### src/hdl/chkc_pkg.sv
// ============================================================================
// chkc_pkg
// Shared types and constants of the chained hash key counter: payload
// structs, command and status codes, table geometry and the constants of
// the bucket hash.
// ============================================================================
package chkc_pkg;

   localparam int BUCKETS      = 211;
   localparam int POOL_ENTRIES = 256;
   localparam int KEY_BITS     = 24;
   localparam int COUNT_BITS   = 24;

   localparam int SLOT_BITS   = $clog2(POOL_ENTRIES);
   localparam int USED_BITS   = $clog2(POOL_ENTRIES + 1);
   localparam int BUCKET_BITS = $clog2(BUCKETS);

   localparam logic [COUNT_BITS-1:0] COUNT_MAX = '1;

   // key mod BUCKETS: fold the three key bytes with 256^i mod BUCKETS, then
   // reduce the small sum by a reciprocal multiply and one correction step
   localparam int FOLD1       = 256 % BUCKETS;
   localparam int FOLD2       = 65536 % BUCKETS;
   localparam int X_BITS      = 16;
   localparam int RECIP_SHIFT = 23;
   localparam int RECIP       = (1 << RECIP_SHIFT) / BUCKETS;
   localparam int Q_BITS      = 8;

   typedef enum logic [1:0] {
      CMD_COUNT = 2'd0,
      CMD_READ  = 2'd1,
      CMD_CLEAR = 2'd2
   } cmd_type;

   typedef enum logic [2:0] {
      ST_FOUND    = 3'd0,
      ST_INSERTED = 3'd1,
      ST_FULL     = 3'd2,
      ST_READ     = 3'd3,
      ST_UNUSED   = 3'd4,
      ST_CLEARED  = 3'd5
   } status_type;

   typedef struct packed {
      logic [1:0]          command;
      logic [KEY_BITS-1:0] key;
      logic [7:0]          slot;
   } req_type;

   typedef struct packed {
      logic [2:0]            status;
      logic [7:0]            entry_index;
      logic [KEY_BITS-1:0]   entry_key_out;
      logic [COUNT_BITS-1:0] entry_count_out;
      logic [8:0]            entries_used;
   } rsp_type;

   // request with its bucket, as handed from front to back
   typedef struct packed {
      req_type                req;
      logic [BUCKET_BITS-1:0] bucket;
   } cls_type;

   typedef enum logic [1:0] {
      FR_IDLE,
      FR_FOLD,
      FR_QUOT,
      FR_PUSH
   } front_state_type;

   typedef enum logic [2:0] {
      BK_IDLE,
      BK_HEAD,
      BK_WALK,
      BK_MISS,
      BK_READ
   } back_state_type;

endpackage

### src/hdl/chkc_queue.sv
// ============================================================================
// chkc_queue
// Two-entry queue of classified requests between front and back.
// ============================================================================
module chkc_queue import chkc_pkg::*; (
   input  logic    clock,
   input  logic    reset,
   input  logic    push,
   input  cls_type push_data,
   output logic    full,
   input  logic    pop,
   output logic    empty,
   output cls_type pop_data
);

   cls_type    entry_ff [2];
   logic       wr_ptr_ff, wr_ptr_in;
   logic       rd_ptr_ff, rd_ptr_in;
   logic [1:0] fill_ff, fill_in;
   logic       do_push, do_pop;

   always_comb begin
      full     = (fill_ff == 2'd2);
      empty    = (fill_ff == 2'd0);
      do_push  = push && !full;
      do_pop   = pop && !empty;
      wr_ptr_in = wr_ptr_ff ^ do_push;
      rd_ptr_in = rd_ptr_ff ^ do_pop;
      fill_in  = fill_ff + 2'(do_push) - 2'(do_pop);
      pop_data = entry_ff[rd_ptr_ff];
   end

   always_ff @(posedge clock) begin
      if (reset) begin
         wr_ptr_ff <= 1'b0;
         rd_ptr_ff <= 1'b0;
         fill_ff   <= 2'd0;
      end else begin
         wr_ptr_ff <= wr_ptr_in;
         rd_ptr_ff <= rd_ptr_in;
         fill_ff   <= fill_in;
      end
   end

   always_ff @(posedge clock) begin
      if (do_push) entry_ff[wr_ptr_ff] <= push_data;
   end

endmodule

### config.mk
export PLATFORM = sky130hd
export DESIGN_NAME = chkc_queue
export DESIGN_NICKNAME = d
export VERILOG_FILES = /design/src/hdl/chkc_pkg.sv /design/src/hdl/chkc_queue.sv
export SDC_FILE = /design/constraint.sdc
export NUM_CORES = 1
export LEC_CHECK = 0
export ABC_AREA = 1
export ABC_CLOCK_PERIOD_IN_PS = 2000
export BUFFER_PORTS_ARGS = -buffer_cell sky130_fd_sc_hd__buf_4
export CORE_MARGIN = 4
export CORE_UTILIZATION = 47
export CTS_BUF_LIST = sky130_fd_sc_hd__clkbuf_16
export DETAILED_ROUTE_END_ITERATION = 8
export PLACE_DENSITY = 0.86
export RECOVER_POWER = 25
export SYNTH_ARGS = -nofsm -noshare
export SYNTH_HDL_FRONTEND = slang
export SYNTH_SLANG_ARGS = --single-unit
### constraint.sdc
create_clock -name clock -period 2 [get_ports clock]
set_input_delay 0.3 -clock clock [delete_from_list [all_inputs] [get_ports clock]]
set_output_delay 0.3 -clock clock [all_outputs]
set_load 0.02 [all_outputs]
---- Word level (Yosys, flattened, before mapping) ----
Memory sizes are Yosys's and may differ from the RTL's. A register that Yosys moved wholly into a read port is not among the register bits.
Cells that the tools add are included.
storage, ports and cells
  word-level logic and storage cells ...... 17
  register bits after elaboration ......... 4
  output and inout bits ................... 44
  memories kept ........................... 1
  input bits .............................. 46
  memory bits (writable) .................. 84
memories
  memory    depth  bits a word  read ports  clocked after Yosys merged registers in  wr ports  RTL line          RTL
  entry_ff  2      42           1           1                                        1         chkc_queue.sv:16  cls_type entry_ff [2];
cells by class
  add/sub/neg operators ................... 2
  mux-type cells .......................... 3
  reduce and logical (&&, ||, !) cells .... 5
  equality and inequality tests ........... 1
  bitwise operators ....................... 2
operators with widths
  cell                                         number
  two-way mux 1 bit                            3
  adder 2 x 1 -> 2 bit                         1
  equality test 2 bit (second input constant)  1
  logical AND 1 bit                            2
  zero test 1 bit                              2
  zero test 2 bit                              1
  subtractor 2 x 1 -> 2 bit                    1
  bitwise XOR 1 bit                            2

---- Depth between registers and ports, before layout ----
  depth after elaboration ................. 5
  mapped depth ............................ 10
  gate-level depth less buffers ........... 10

---- Worst setup path after synthesis ----
Ideal clock, no wire load.
  path kind ............................... register to register
  from .................................... register fill_ff[1]
  to ...................................... memory entry_ff[1][0] (netlist bit) (enable)
  clock period less this slack ............ 2.041 ns
  setup slack ............................. -0.041 ns
  cell stages (with the launch flop) ...... 5
  setup time .............................. 0.404 ns
  data required time ...................... 1.596 ns
  path buffers ............................ 0
  arrival ................................. 1.638 ns
  path through ............................ dfxtp_1 > inv_1 > o21ai_0 > inv_1 > ha_1
on the way
  cells in the longest elaborated chain, start to end .. 5
RTL lines
  element                                  RTL line          RTL
  start: declaration                       chkc_queue.sv:19  logic [1:0] fill_ff, fill_in;
  start signal: assignment                 chkc_queue.sv:41  fill_ff <= fill_in;
  equality test 2 bit                      chkc_queue.sv:23  full = (fill_ff == 2'd2);
  zero test 1 bit                          chkc_queue.sv:25  do_push = push && !full;
  logical AND 1 bit                        chkc_queue.sv:25
  two-way mux 1 bit                        chkc_queue.sv:46  if (do_push) entry_ff[wr_ptr_ff] <= push_data;
  two-way mux 1 bit (not written as such)  chkc_queue.sv:46
  end: declaration                         chkc_queue.sv:16
No other way between the ends.

==> run_results.csv <==
group,metric,value,unit
setup_path,critical_path_class,"reg -> out",
synthesis,synth_xor_area_share,0,%
clock_tree,clk_pin_slew_worst_paths,0.05,ns
min_path,hp-start,"reset",
floorplanning,dieArea,8812,sq um
synthesis,synth_adder_area_share,1.444,%
timing,worst_pin_slew,0.3764,ns
final_layout,final_cell_mix,"84 x edfxtp_1, 65 x buf_4, 38 x mux2_4",
timing,period_share,90.65,%
final_layout,drive_gt1_share,55.51,%
detailed_routing,first_pass_iters,4,
detailed_routing,wire_per_inst,15.14,um
synthesis,syn_area,3466,sq um
setup_path,cp.arrival,1.51,ns
floorplanning,dieHeight,93.87,um
synthesis,ys_seq_area_share,75.09,%
min_path,min-delay-path-class,"in -> reg",
clock_tree,worstSkewPairLatency,0.32,ns
timing,fmax,551.6,MHz
synthesis,synth-seq-cells,88,
place,place_hpwl,3991,um
synthesis,synth_top_family_by_area,"multiplexers",
timing,finalSetupViolations,0,
setup_path,crit_fanout,19,
place,place_ws,0.4061,ns
setup_path,rrSetupSlack,0.39,ns
setup_path,crit_top_cell,"buf_4",
global_routing,grt_overflow,0,
synthesis,synth-compound-area-share,0.2888,%
setup_path,rr_worst_depth,10,
synthesis,yosys_warnings,0,
synthesis,syn_avg_cell_area,20.88,sq um
final_layout,nNetsFinal,317,
detailed_routing,vias,1710,
detailed_routing,drt_iter0_markers,39,
detailed_routing,drc,0,
setup_path,cp.required,1.70,ns
floorplanning,rows,31,
global_routing,grt_usage,13.46,%
synthesis,yosys-top-cells-area,"edfxtp_1 73%, mux2_4 16%, buf_12 2.3%, dfxtp_1 2.3%, ha_1 1.4%",
floorplanning,coreArea,7214,sq um
floorplanning,io_pins,90,
clock_tree,cts_buffers,9,
setup_path,r2r_start,"fill_ff[1]$_SDFF_PP0_",
place,place_area,4230,sq um
pwr,power.leakage,0.001797,uW
clock_tree,cts_tree,"yes",
pwr,ir_worst_vdd,856.1,uV
synthesis,synth_cells,166,
min_path,holdPathEnd,"fill_ff[0]$_SDFF_PP0_",
timing,drv_slew,0,
final_layout,syn_to_final_growth,29.24,%
detailed_routing,avgViaCountPerCell,4.609,
clock_tree,post-cts-setup-buffers,0,
final_layout,final_common_cell,"edfxtp_1",
place,place.gp.congestion,0.7398,
floorplanning,start_util,48.04,%
synthesis,synthSimpleGateAreaFrac,1.697,%
pwr,p_per_area,1303,nW/um^2
final_layout,stdcell_area,4479,sq um
detailed_routing,drt_wl_total,5617,um
timing,hold_viol,0,
clock_tree,clock_tree.root_cell,"clkbuf_16",
detailed_routing,ant_nets,0,
clock_tree,ctsHoldBuffers,0,
clock_tree,h-tree-depth,3,
synthesis,netlist-cell-type-count,13,
global_routing,grt_pass1_wl,8832,um
clock_tree,cts_sinks,88,
setup_path,worstReg2RegEnd,"fill_ff[1]$_SDFF_PP0_",
place,io_buffer_count,89,
timing,fin_crit,1.813,ns
setup_path,critPathCaptureType,"primary output",
min_path,hold_depth,2,
timing,slew_headroom,74.91,%
setup_path,crit_chain,"buf_4 > mux2_2 > buf_4",
timing,fin_hold_ws,0.1532,ns
global_routing,antenna_found_initial,0,
setup_path,critPathMaxStageDelay,0.37,ns
setup_path,startpoint_type,"flop",
clock_tree,cts_buffer_depth,2,
setup_path,crit_buf_inv,2,
run_status,status,"complete, no violations",
timing,rsz0062_at_grt,"false",
synthesis,synthesis.nets,216,
floorplanning,die_x,93.87,um
job,max_cap_violations,0,
timing,fin_skew,0.005886,ns
synthesis,synth_top_area_share,72.78,%
synthesis,synth.largest_area_cell,"edfxtp_1",
timing,setup_tns,0,ns
timing,setup_ws,0.1871,ns
synthesis,synthMuxAreaShare,17.76,%
final_layout,n_antenna_cell,0,
setup_path,crit_family,"buffers and inverters",
global_routing,grt_max_degree,29,
global_routing,grt_pass1_vias,1935,
setup_path,slowest_stage,"mux2_2",
clock_tree,cts_resized,0,
cells in the mapped netlist (all sizes together):
| cell | count |
|---|---|
| edfxtp | 84 |
| mux2 | 42 |
| inv | 10 |
| nor2 | 8 |
| buf | 5 |
| nand2 | 5 |
| dfxtp | 4 |
| ha | 4 |
| nand3 | 2 |
| a21oi | 1 |
| o21ai | 1 |
sequential cells by signal, summed over array words and instances (netlist names):
register   count
entry_ff      84
wr_ptr_ff      1
rd_ptr_ff      1
fill_ff        2
stage by stage:
stage	instances	utilization [%]	total power [uW]
floorplan	166	-	3875
global placement	355	58.64	4455
detailed placement	355	58.64	4514
finish	371	62.09	5837
CTS	371	62.19	5932
global route	371	62.09	6156
power breakdown:
group | total [uW] | internal (uW) | switching [uW] | leakage [uW]
Clock | 1400 | 817 | 587 | 0.000139
Combinational | 1950 | 948 | 1000 | 0.000841
Sequential | 2490 | 2400 | 89.3 | 0.000818
Total | 5840 | 4160 | 1680 | 0.00180
final cells by class:
class                           instances  area [sq um]
Fill cell                             545          2735
Sequential cell                        88          2604
Multi-Input combinational cell         63         739.5
Timing Repair Buffer                   95         718.2
Clock buffer                            9         225.2
Tap cell                               99         123.9
Inverter                               10         37.54
Clock inverter                          7         31.28
routing by layer:
metal	wire [um]	part of all wire (%)	global-route usage [%]	up-vias
li1	-	-	-	829
met1	2179	39	13.76	824
met2	3019	54	24.78	55
met3	395	7.0	4.487	2
met4	23	0.41	5.776	0
met5	0	0	0	-
how the worst max path moves through the flow:
stage,startpoint,to,slack (ns),cells past startpoint
after detailed placement,fill_ff[1]$_SDFF_PP0_,fill_ff[1]$_SDFF_PP0_,0.41,10
after global routing,rd_ptr_ff$_SDFF_PP0_,pop_data[0],0.12,3
final,rd_ptr_ff$_SDFF_PP0_,pop_data[0],0.19,3
after CTS,rd_ptr_ff$_SDFF_PP0_,pop_data[0],0.16,3
after floorplan,fill_ff[1]$_SDFF_PP0_,entry_ff[1][0]$_DFFE_PP_,-0.04,4
after global placement,fill_ff[1]$_SDFF_PP0_,entry_ff[1][30]$_DFFE_PP_,0.50,5
logic make-up (layout without fill, tap and decap cells):
| kind of cell | count (synthesis) | after routing |
|---|---|---|
| DFF | 88 | 88 |
| muxes | 42 | 42 |
| adders and majority gates | 4 | 4 |
| and+or+nand+nor | 15 | 15 |
| AOI/OAI and AO/OA | 2 | 2 |
| buffers and inverters | 15 | 121 |
Note: power is estimated with default switching activity, not from simulation.
