--- src/hdl/chkc_pkg.sv ---
// ============================================================================
// chkc_pkg
// Shared types and constants of the chained hash key counter: payload
// structs, command and status codes, table geometry and the constants of
// the bucket hash.
// ============================================================================
package chkc_pkg;

   localparam int BUCKETS      = 211;
   localparam int POOL_ENTRIES = 256;
   localparam int KEY_BITS     = 24;
   localparam int COUNT_BITS   = 24;

   localparam int SLOT_BITS   = $clog2(POOL_ENTRIES);
   localparam int USED_BITS   = $clog2(POOL_ENTRIES + 1);
   localparam int BUCKET_BITS = $clog2(BUCKETS);

   localparam logic [COUNT_BITS-1:0] COUNT_MAX = '1;

   // key mod BUCKETS: fold the three key bytes with 256^i mod BUCKETS, then
   // reduce the small sum by a reciprocal multiply and one correction step
   localparam int FOLD1       = 256 % BUCKETS;
   localparam int FOLD2       = 65536 % BUCKETS;
   localparam int X_BITS      = 16;
   localparam int RECIP_SHIFT = 23;
   localparam int RECIP       = (1 << RECIP_SHIFT) / BUCKETS;
   localparam int Q_BITS      = 8;

   typedef enum logic [1:0] {
      CMD_COUNT = 2'd0,
      CMD_READ  = 2'd1,
      CMD_CLEAR = 2'd2
   } cmd_type;

   typedef enum logic [2:0] {
      ST_FOUND    = 3'd0,
      ST_INSERTED = 3'd1,
      ST_FULL     = 3'd2,
      ST_READ     = 3'd3,
      ST_UNUSED   = 3'd4,
      ST_CLEARED  = 3'd5
   } status_type;

   typedef struct packed {
      logic [1:0]          command;
      logic [KEY_BITS-1:0] key;
      logic [7:0]          slot;
   } req_type;

   typedef struct packed {
      logic [2:0]            status;
      logic [7:0]            entry_index;
      logic [KEY_BITS-1:0]   entry_key_out;
      logic [COUNT_BITS-1:0] entry_count_out;
      logic [8:0]            entries_used;
   } rsp_type;

   // request with its bucket, as handed from front to back
   typedef struct packed {
      req_type                req;
      logic [BUCKET_BITS-1:0] bucket;
   } cls_type;

   typedef enum logic [1:0] {
      FR_IDLE,
      FR_FOLD,
      FR_QUOT,
      FR_PUSH
   } front_state_type;

   typedef enum logic [2:0] {
      BK_IDLE,
      BK_HEAD,
      BK_WALK,
      BK_MISS,
      BK_READ
   } back_state_type;

endpackage

--- src/hdl/chkc_front.sv ---
// ============================================================================
// chkc_front
// Accepts requests and computes the bucket of the key through its fold and
// quotient states, then hands the classified request to the queue.
// ============================================================================
module chkc_front import chkc_pkg::*; (
   input  logic    clock,
   input  logic    reset,
   input  logic    req_push,
   output logic    req_full,
   input  req_type req_data,
   output logic    q_push,
   input  logic    q_full,
   output cls_type q_data
);

   front_state_type state_ff, state_in;
   req_type                item_ff;
   logic [X_BITS-1:0]      x_ff;
   logic [Q_BITS-1:0]      q_ff;
   logic [X_BITS-1:0]      fold_sum;
   logic [2*X_BITS-1:0]    quot_prod;
   logic [X_BITS-1:0]      rem_raw;
   logic [X_BITS-1:0]      rem_fix;
   logic                   accept;

   assign fold_sum = X_BITS'(item_ff.key[7:0])
                   + X_BITS'(item_ff.key[15:8]) * X_BITS'(FOLD1)
                   + X_BITS'(item_ff.key[23:16]) * X_BITS'(FOLD2);

   assign quot_prod = {{X_BITS{1'b0}}, x_ff} * (2*X_BITS)'(RECIP);

   assign rem_raw = x_ff - X_BITS'(q_ff) * X_BITS'(BUCKETS);
   assign rem_fix = (rem_raw >= X_BITS'(BUCKETS)) ? rem_raw - X_BITS'(BUCKETS) : rem_raw;

   always_comb begin
      state_in = state_ff;
      case (state_ff)
         FR_IDLE: if (req_push) state_in = FR_FOLD;
         FR_FOLD: state_in = FR_QUOT;
         FR_QUOT: state_in = FR_PUSH;
         FR_PUSH: if (!q_full) state_in = FR_IDLE;
         default: state_in = FR_IDLE;
      endcase
   end

   always_comb begin
      req_full      = (state_ff != FR_IDLE);
      accept        = req_push && !req_full;
      q_push        = (state_ff == FR_PUSH) && !q_full;
      q_data.req    = item_ff;
      q_data.bucket = rem_fix[BUCKET_BITS-1:0];
   end

   always_ff @(posedge clock) begin
      if (reset) begin
         state_ff <= FR_IDLE;
      end else begin
         state_ff <= state_in;
      end
   end

   always_ff @(posedge clock) begin
      if (accept) item_ff <= req_data;
      if (state_ff == FR_FOLD) x_ff <= fold_sum;
      if (state_ff == FR_QUOT) q_ff <= quot_prod[RECIP_SHIFT +: Q_BITS];
   end

endmodule

--- config.mk ---
export PLATFORM = sky130hd
export DESIGN_NAME = chkc_front
export DESIGN_NICKNAME = d
export VERILOG_FILES = /design/src/hdl/chkc_pkg.sv /design/src/hdl/chkc_front.sv
export SDC_FILE = /design/constraint.sdc
export NUM_CORES = 1
export LEC_CHECK = 0
export BUFFER_PORTS_ARGS = -buffer_cell sky130_fd_sc_hd__buf_2
export CORE_ASPECT_RATIO = 1.4
export CORE_MARGIN = 5
export CORE_UTILIZATION = 50
export CTS_BUF_LIST = sky130_fd_sc_hd__clkbuf_8
export DETAILED_ROUTE_END_ITERATION = 6
export PLACE_DENSITY = 0.69
export SETUP_SLACK_MARGIN = 0.5
export SYNTH_ARGS = -nofsm -noshare
export SYNTH_HDL_FRONTEND = slang
export SYNTH_SLANG_ARGS = --single-unit
--- constraint.sdc ---
create_clock -name clock -period 10.9 [get_ports clock]
set_clock_uncertainty 0.2 [all_clocks]
set_input_delay 1.635 -clock clock [delete_from_list [all_inputs] [get_ports clock]]
set_output_delay 1.635 -clock clock [all_outputs]
set_load 0.1 [all_outputs]
Yosys cells after proc, flatten, opt, wreduce, memory -nomap -nowiden
Cells that the tools add are included.
{"block": "op_classes", "n_addsub": 4, "mul": 4, "magnitude_cmp": 1, "eq_ne": 5, "mux": 4, "reduce_logical": 7}
{"cell": "$mul A16 B14 Y29 const B", "count": 1}
{"cell": "$mul A8 B6 Y14 const B", "count": 2}
{"cell": "$add A15 B15 Y16", "count": 1}
{"cell": "$ge A16 B8 Y1 const B", "count": 1}
{"cell": "$mul A8 B8 Y16 const B", "count": 1}
{"cell": "$sub A16 B16 Y16", "count": 1}
{"cell": "$add A8 B14 Y15", "count": 1}
{"cell": "$mux W8", "count": 1}
{"cell": "$pmux W2 S4", "count": 1}
{"cell": "$sub A8 B8 Y8 const B", "count": 1}
{"cell": "$eq A2 B2 Y1 const B", "count": 2}
{"cell": "$mux W2", "count": 2}
{"cell": "$ne A2 B2 Y1 const B", "count": 2}
{"cell": "$eq A2 B1 Y1 const B", "count": 1}
{"cell": "$logic_and A1 B1 Y1", "count": 2}
{"cell": "$logic_not A1 Y1", "count": 2}
{"cell": "$logic_not A2 Y1", "count": 1}
{"cell": "$reduce_and A2 Y1", "count": 1}
{"cell": "$reduce_bool A2 Y1", "count": 1}
{"block": "word_totals", "ff_bits": 60, "inputBits": 38, "output_inout_bits": 44, "word_cells": 31}

Longest topological paths before layout
Gate-level depths: netlist (run 1).
{"block": "logic_depth", "word_depth": 4, "mapped_depth": 23, "mapped_depth_nobuf": 23}

Worst setup path before layout (run 1)
Ideal clock, no wire load.
{"block": "synth_path", "path_type": "reg-to-output", "from": "reg q_ff[2]", "to": "out q_data[2] (netlist bit)", "t_arrival_ns": 6.203, "t_required_ns": 9.065, "slack_ns": 2.862, "stages_incl_launch_ff": 19, "path_buffers": 1, "cell_sequence": "edfxtp_1 -> ha_1 -> fa_1 -> inv_1 -> fa_1 -> inv_1 -> fa_1 -> inv_1 -> ha_1 -> buf_6 -> or2b_1 -> a211oi_1 -> a2111o_1 -> a2111o_1 -> nor4_2 -> nand2_1 -> nor4_4 -> nor2_1 -> xnor2_1"}
{"item": "start, declared", "line": "chkc_front.sv:20", "rtl": "logic [Q_BITS-1:0] q_ff;"}
{"item": "start signal, assigned", "line": "chkc_front.sv:66", "rtl": "if (state_ff == FR_QUOT) q_ff <= quot_prod[RECIP_SHIFT +: Q_BITS];"}
{"item": "end, declared", "line": "chkc_front.sv:14", "rtl": "output cls_type q_data"}

==> results of run 1 <==
[critical path, cell delays in order, from the launching register on]
cell	delay [ns]
sky130_fd_sc_hd__edfxtp_1	0.48
sky130_fd_sc_hd__ha_1	0.38
sky130_fd_sc_hd__fa_1	0.51
sky130_fd_sc_hd__inv_1	0.05
sky130_fd_sc_hd__fa_1	0.52
sky130_fd_sc_hd__inv_1	0.06
sky130_fd_sc_hd__fa_1	0.53
sky130_fd_sc_hd__inv_1	0.04
sky130_fd_sc_hd__ha_1	0.43
sky130_fd_sc_hd__inv_2	0.07
sky130_fd_sc_hd__a22o_1	0.25
sky130_fd_sc_hd__a2111o_1	0.38
sky130_fd_sc_hd__a2111o_1	0.36
sky130_fd_sc_hd__nor4_2	0.20
sky130_fd_sc_hd__nand2_1	0.14
sky130_fd_sc_hd__nor4_4	0.45
sky130_fd_sc_hd__nor2_1	0.12
sky130_fd_sc_hd__xor2_1	0.13
sky130_fd_sc_hd__buf_2	0.43
[cells by family (layout without fill, tap and decap cells)]
logic type / count (synthesis) / in the layout
adder cells (fa/ha/maj): 370 / 370
buffers and inverters: 293 / 382
AO/OA/AOI/OAI: 124 / 124
AND/OR/NAND/NOR: 100 / 100
flip-flops: 60 / 60
XOR/XNOR: 45 / 45
multiplexers: 5 / 5
[flip-flops by register name (all words and copies together), names as in the netlist]
name	cells
x_ff	16
q_data	34
q_ff	8
state_ff	2
[cell type report]
class	instances	share of cell area, %
Multi-Input combinational cell	644	66.3
Sequential cell	60	15.8
Inverter	284	9.45
Timing Repair Buffer	82	3.66
Tap cell	256	2.84
Clock buffer	9	1.10
Clock inverter	7	0.876
[worst max path at each step]
stage	from	endpoint	slack [ns]	cells past startpoint
global placement	q_ff[3]	q_data[3]	3.61	18
floorplan	q_ff[2]	q_data[2]	2.86	18
CTS	q_ff[2]	q_data[3]	3.14	18
finish	q_ff[2]	q_data[7]	3.18	18
detailed placement	q_ff[2]	q_data[3]	3.52	18
global route	q_ff[1]	q_data[4]	2.86	19
[layer usage]
metal	global-route usage [%]	vias to the layer above	wire length [um]
met1	18.9	3367	7420
li1	-	3400	-
met4	6.55	0	662
met3	1.79	40	542
met5	0	-	0
met2	38.2	140	12300
[cell usage in the layout, fill, tap and decap left out, types with 4 or more instances in the layout]
master,n
sky130_fd_sc_hd__nor2_1,30
sky130_fd_sc_hd__o21bai_1,8
sky130_fd_sc_hd__xor2_1,15
sky130_fd_sc_hd__a21o_1,9
sky130_fd_sc_hd__a21oi_1,35
sky130_fd_sc_hd__nand2_1,21
sky130_fd_sc_hd__o211ai_1,4
sky130_fd_sc_hd__o21a_1,7
sky130_fd_sc_hd__a31oi_1,4
sky130_fd_sc_hd__a21boi_0,4
sky130_fd_sc_hd__nand3_1,12
sky130_fd_sc_hd__buf_2,81
sky130_fd_sc_hd__clkbuf_8,9
sky130_fd_sc_hd__ha_1,230
sky130_fd_sc_hd__edfxtp_1,58
sky130_fd_sc_hd__xnor2_1,30
sky130_fd_sc_hd__fa_1,140
sky130_fd_sc_hd__inv_1,283
sky130_fd_sc_hd__a211oi_1,9
sky130_fd_sc_hd__nor2b_1,4
sky130_fd_sc_hd__and3_1,4
sky130_fd_sc_hd__nor3_1,8
sky130_fd_sc_hd__o21ai_0,15
sky130_fd_sc_hd__mux2i_1,4
[through the flow]
step                hold slack [ns]  util, %
floorplan                     0.305        -
global placement              0.327     54.0
detailed placement            0.353     54.0
CTS                           0.361     55.1
global route                  0.402     55.1
finish                        0.348     55.1
==> metrics.yaml, run 1 <==
maxSlewViolCount: 0
critical_path.reg2reg.endpoint: "q_ff[6]"
critical_path_fanout_max: 9
cts_made_buffers: 9
main_combinational_cell_family_by_area_after_synthesis: "adder cells"
port_buffers: 81
synth-compound-area-share_pct: 8.15
critPathArrivalTime_ns: 5.89
setup.reg_to_reg.worst_slack_ns: 4.09
detail_route.wirelength_mm: 21.0
global_route_wire_length_before_repair_mm: 35.9
drt-pass1-iter-count: 4
gp_routability_congestion: 0.930
timing.max_slew.rel_slack_pct: 48.2
synth_cells: 997
cts.root.buffer_cell: "sky130_fd_sc_hd__clkbuf_8"
routedWlPerCell_um: 15.6
boundaryPins: 82
die-width_um: 132
share_of_synthesized_cell_area_in_full_adder_half_adder_and_majority_cells_pct: 54.8
die_y_um: 180
share_of_the_clock_period_used_by_the_worst_path_pct: 70.8
detailroute.via_count: 6947
yosysTopAreaCell: "sky130_fd_sc_hd__ha_1"
postSynthNetCount: 1405
portion_of_netlist_area_occupied_by_mux_cells_pct: 0.531
drive_gt1_share_pct: 10.1
cap_violations: 0
worstPathRequired_ns: 9.07
final.setup.tns_ns: 0
rows: 62
nFillCells: 1814
period_needed_ns: 7.72
clock_path_buffers: 2
synth_top_area_share_pct: 27.7
setup_viol: 0
avgSynthCellArea_um2: 10.4
rsz0062_at_grt: "false"
cts_setup_buffers: 0
final_hold_viols: 0
cell_variety_after_synth: 62
layout-area-overhead-vs-synth_pct: 8.73
h_tree_depth: 3
dp_hpwl_mm: 18.7
overflow: 0
holdCritPathClass: "reg -> reg"
multi_input_area_mm2: 0.00747
final_nets: 1489
tritoncts_clock_tree: "built"
vias_per_cell: 5.18
hold_path.startpoint: "state_ff[0]"
start_kind: "flip-flop"
initial_utilization_pct: 50.6
clk-insertion-delay-late_ns: 0.35
seq_area_mm2: 0.00178
setup.worst_path.end_class: "primary output"
design_area_mm2: 0.0113
synth_enable_flop_cells: 58
yosysMostFrequentCell: "sky130_fd_sc_hd__inv_1"
first_global_vias: 7849
antenna_found_initial: 0
ant_nets: 0
synth_simple_gate_area_share_pct: 4.81
grt_start_max_net_pins: 35
clk_pin_slew_worst_paths_ns: 0.08
synth_top_cells_by_area: "sky130_fd_sc_hd__ha_1 (28%), sky130_fd_sc_hd__fa_1 (27%), sky130_fd_sc_hd__edfxtp_1 (17%), sky130_fd_sc_hd__inv_1 (10%), sky130_fd_sc_hd__xnor2_1 (2.5%)"
worstRegToRegCells: 20
ys_ff_latch: 60
final.setup.worst_slack_ns: 3.18
placement.setup.worst_slack_ns: 3.52
min_path_cells: 2
worst_pin_slew_ns: 0.757
status: "completed"
fmax_mhz: 130
number_of_cells_in_the_design_after_placement: 1326
die_area_mm2: 0.0238
syn-cell-area_mm2: 0.0104
core-area_mm2: 0.0205
drt-initial-drc-count: 179
post_cts_resized: 0
post_synthesis_share_of_cell_area_spent_on_xor_and_xnor_gates_pct: 3.80
hold_fix_buffer_count_after_cts: 0
postSynth.asyncResetShare_pct: 0
place_area_mm2: 0.0111
tritoncts_num_sinks: 60
yosysSeqAreaShare_pct: 17.2
yosys_most_used_dff: "sky130_fd_sc_hd__edfxtp_1"
total_track_usage_pct: 18.6
critical_path.reg2reg.startpoint: "x_ff[3]"
diodes: 0
layoutNonFillerInstCount: 1342
worst-setup-path-type: "reg -> out"
route.detailed.drc: 0
hold-path-endpoint: "state_ff[0]"
ys_top_cells_by_count: "sky130_fd_sc_hd__inv_1 (283), sky130_fd_sc_hd__ha_1 (230), sky130_fd_sc_hd__fa_1 (140)"
synthesis.yosys.warnings: 0
Power of run 1 is not shown: default switching activity piles up to over one toggle a cycle in this logic, so the estimate is an artifact.
==> inputs of run 2 (changes only) <==
clock period = 7.3 ns   (was 10.9 ns; I/O delays follow)
==> metrics.yaml, run 2 (synthesis gave the netlist of run 1 again) <==
total_track_usage_pct: 19.7
routedWlPerCell_um: 16.2
first_global_vias: 8218
hold_fix_buffer_count_after_cts: 0
worstPathRequired_ns: 6.00
drt-initial-drc-count: 163
setup.reg_to_reg.worst_slack_ns: 0.74
cap_violations: 0
layout_commonest_cell: "sky130_fd_sc_hd__inv_1"
layout.cells.most_common_list: "sky130_fd_sc_hd__inv_1 (276), sky130_fd_sc_hd__ha_1 (220), sky130_fd_sc_hd__fa_1 (140), sky130_fd_sc_hd__buf_2 (73), sky130_fd_sc_hd__edfxtp_1 (58)"
cts.root.buffer_cell: "sky130_fd_sc_hd__clkbuf_8"
rows: 62
drt-pass1-iter-count: 4
setup_viol: 0
dp_hpwl_mm: 19.4
boundaryPins: 82
antenna_found_initial: 0
vias_per_cell: 5.22
drive_gt1_share_pct: 16.6
clk-insertion-delay-late_ns: 0.35
critical_path.reg2reg.endpoint: "q_ff[7]"
start_kind: "flip-flop"
holdCritPathClass: "reg -> reg"
final.setup.tns_ns: 0
grt_start_max_net_pins: 35
worst_pin_slew_ns: 0.746
final_core_utilization_pct: 57.9
final_hold_viols: 0
tritoncts_num_sinks: 60
layout-area-overhead-vs-synth_pct: 14.3
worstRegToRegCells: 23
tritoncts_clock_tree: "built"
hold_path.startpoint: "state_ff[0]"
gp_routability_congestion: 0.907
clk_pin_slew_worst_paths_ns: 0.08
number_of_cells_in_the_design_after_placement: 1337
period_needed_ns: 6.68
h_tree_depth: 3
status: "completed"
maxSlewViolCount: 0
timing.max_slew.rel_slack_pct: 50.3
global_route_wire_length_before_repair_mm: 38.0
port_buffers: 81
final.setup.worst_slack_ns: 0.622
die-width_um: 132
fmax_mhz: 150
hold-path-endpoint: "state_ff[0]"
min_path_cells: 2
die_y_um: 180
clock_path_buffers: 2
largest_register_ff_count: 34
initial_utilization_pct: 50.6
ant_nets: 0
worst-setup-path-type: "reg -> out"
placement.setup.worst_slack_ns: 0.269
critical_path.reg2reg.startpoint: "x_ff[5]"
overflow: 0
rsz0062_at_grt: "true"
core-area_mm2: 0.0205
route.detailed.drc: 0
diodes: 0
final_nets: 1525
setup.worst_path.end_class: "primary output"
cts_made_buffers: 9
critical_path_fanout_max: 7
detailroute.via_count: 7191
layoutNonFillerInstCount: 1378
detail_route.wirelength_mm: 22.4
die_area_mm2: 0.0238
share_of_the_clock_period_used_by_the_worst_path_pct: 91.5
critPathArrivalTime_ns: 5.38
-- run 2: cell types whose count changed in the layout (fill, tap and decap cells not counted), sizes merged --
cell	delta
buf	+35
clkbuf	+1
clkinvlp	+1
bufinv	-1
-- run 2: final cells by class --
type                            instances  area, um2
Fill cell                            1799       8630
Multi-Input combinational cell        644       7760
Sequential cell                        60       1780
Inverter                              284       1070
Timing Repair Buffer                  118        726
Tap cell                              256        320
Clock buffer                            9        124
Clock inverter                          7       76.3
-- run 2: how the worst max path moves through the flow --
stage               cells after the start  startpoint         to  slack (ns)
finish                                 21     q_ff[3]  q_data[3]        0.62
floorplan                              18     q_ff[2]  q_data[2]        0.38
global placement                       18     q_ff[2]  q_data[4]        0.35
global route                           19     q_ff[2]  q_data[3]        0.43
CTS                                    18     q_ff[6]  q_data[3]        0.50
detailed placement                     18     q_ff[2]  q_data[5]        0.27
-- run 2: what timing repair did --
action,4_1_cts,5_1_grt
resized for setup,33,26
endpoints found under the hold margin,0,0
setup endpoints to repair,8,12
pin swaps,15,5
setup buffers,18,7
-- run 2: critical path, cell delays in order (launching register included) --
cell,delay [ns]
sky130_fd_sc_hd__edfxtp_1,0.40
sky130_fd_sc_hd__buf_4,0.17
sky130_fd_sc_hd__inv_1,0.05
sky130_fd_sc_hd__ha_1,0.24
sky130_fd_sc_hd__fa_1,0.51
sky130_fd_sc_hd__inv_1,0.05
sky130_fd_sc_hd__fa_1,0.49
sky130_fd_sc_hd__inv_1,0.05
sky130_fd_sc_hd__fa_1,0.53
sky130_fd_sc_hd__inv_1,0.06
sky130_fd_sc_hd__ha_4,0.26
sky130_fd_sc_hd__inv_2,0.07
sky130_fd_sc_hd__buf_4,0.16
sky130_fd_sc_hd__nor2_1,0.09
sky130_fd_sc_hd__a31oi_1,0.36
sky130_fd_sc_hd__o32ai_2,0.16
sky130_fd_sc_hd__nor4_4,0.32
sky130_fd_sc_hd__nand4_1,0.19
sky130_fd_sc_hd__o21ai_2,0.20
sky130_fd_sc_hd__mux2i_2,0.28
sky130_fd_sc_hd__xnor2_2,0.14
sky130_fd_sc_hd__buf_6,0.24
-- run 2: metal layers --
layer / GRT usage, % / part of all wire (%)
met1: 18.8 / 33
met2: 40.1 / 59
met3: 2.23 / 2.6
met4: 10.2 / 4.9
met5: 0 / 0
-- run 2: stage by stage --
step	hold slack, ns	instance area, um2
after detailed placement	0.338	11200
final	0.345	11900
after global routing	0.368	11900
after floorplan	0.305	10400
after CTS	0.347	11700
after global placement	0.326	11200
Power of run 2 is left out for the same reason.
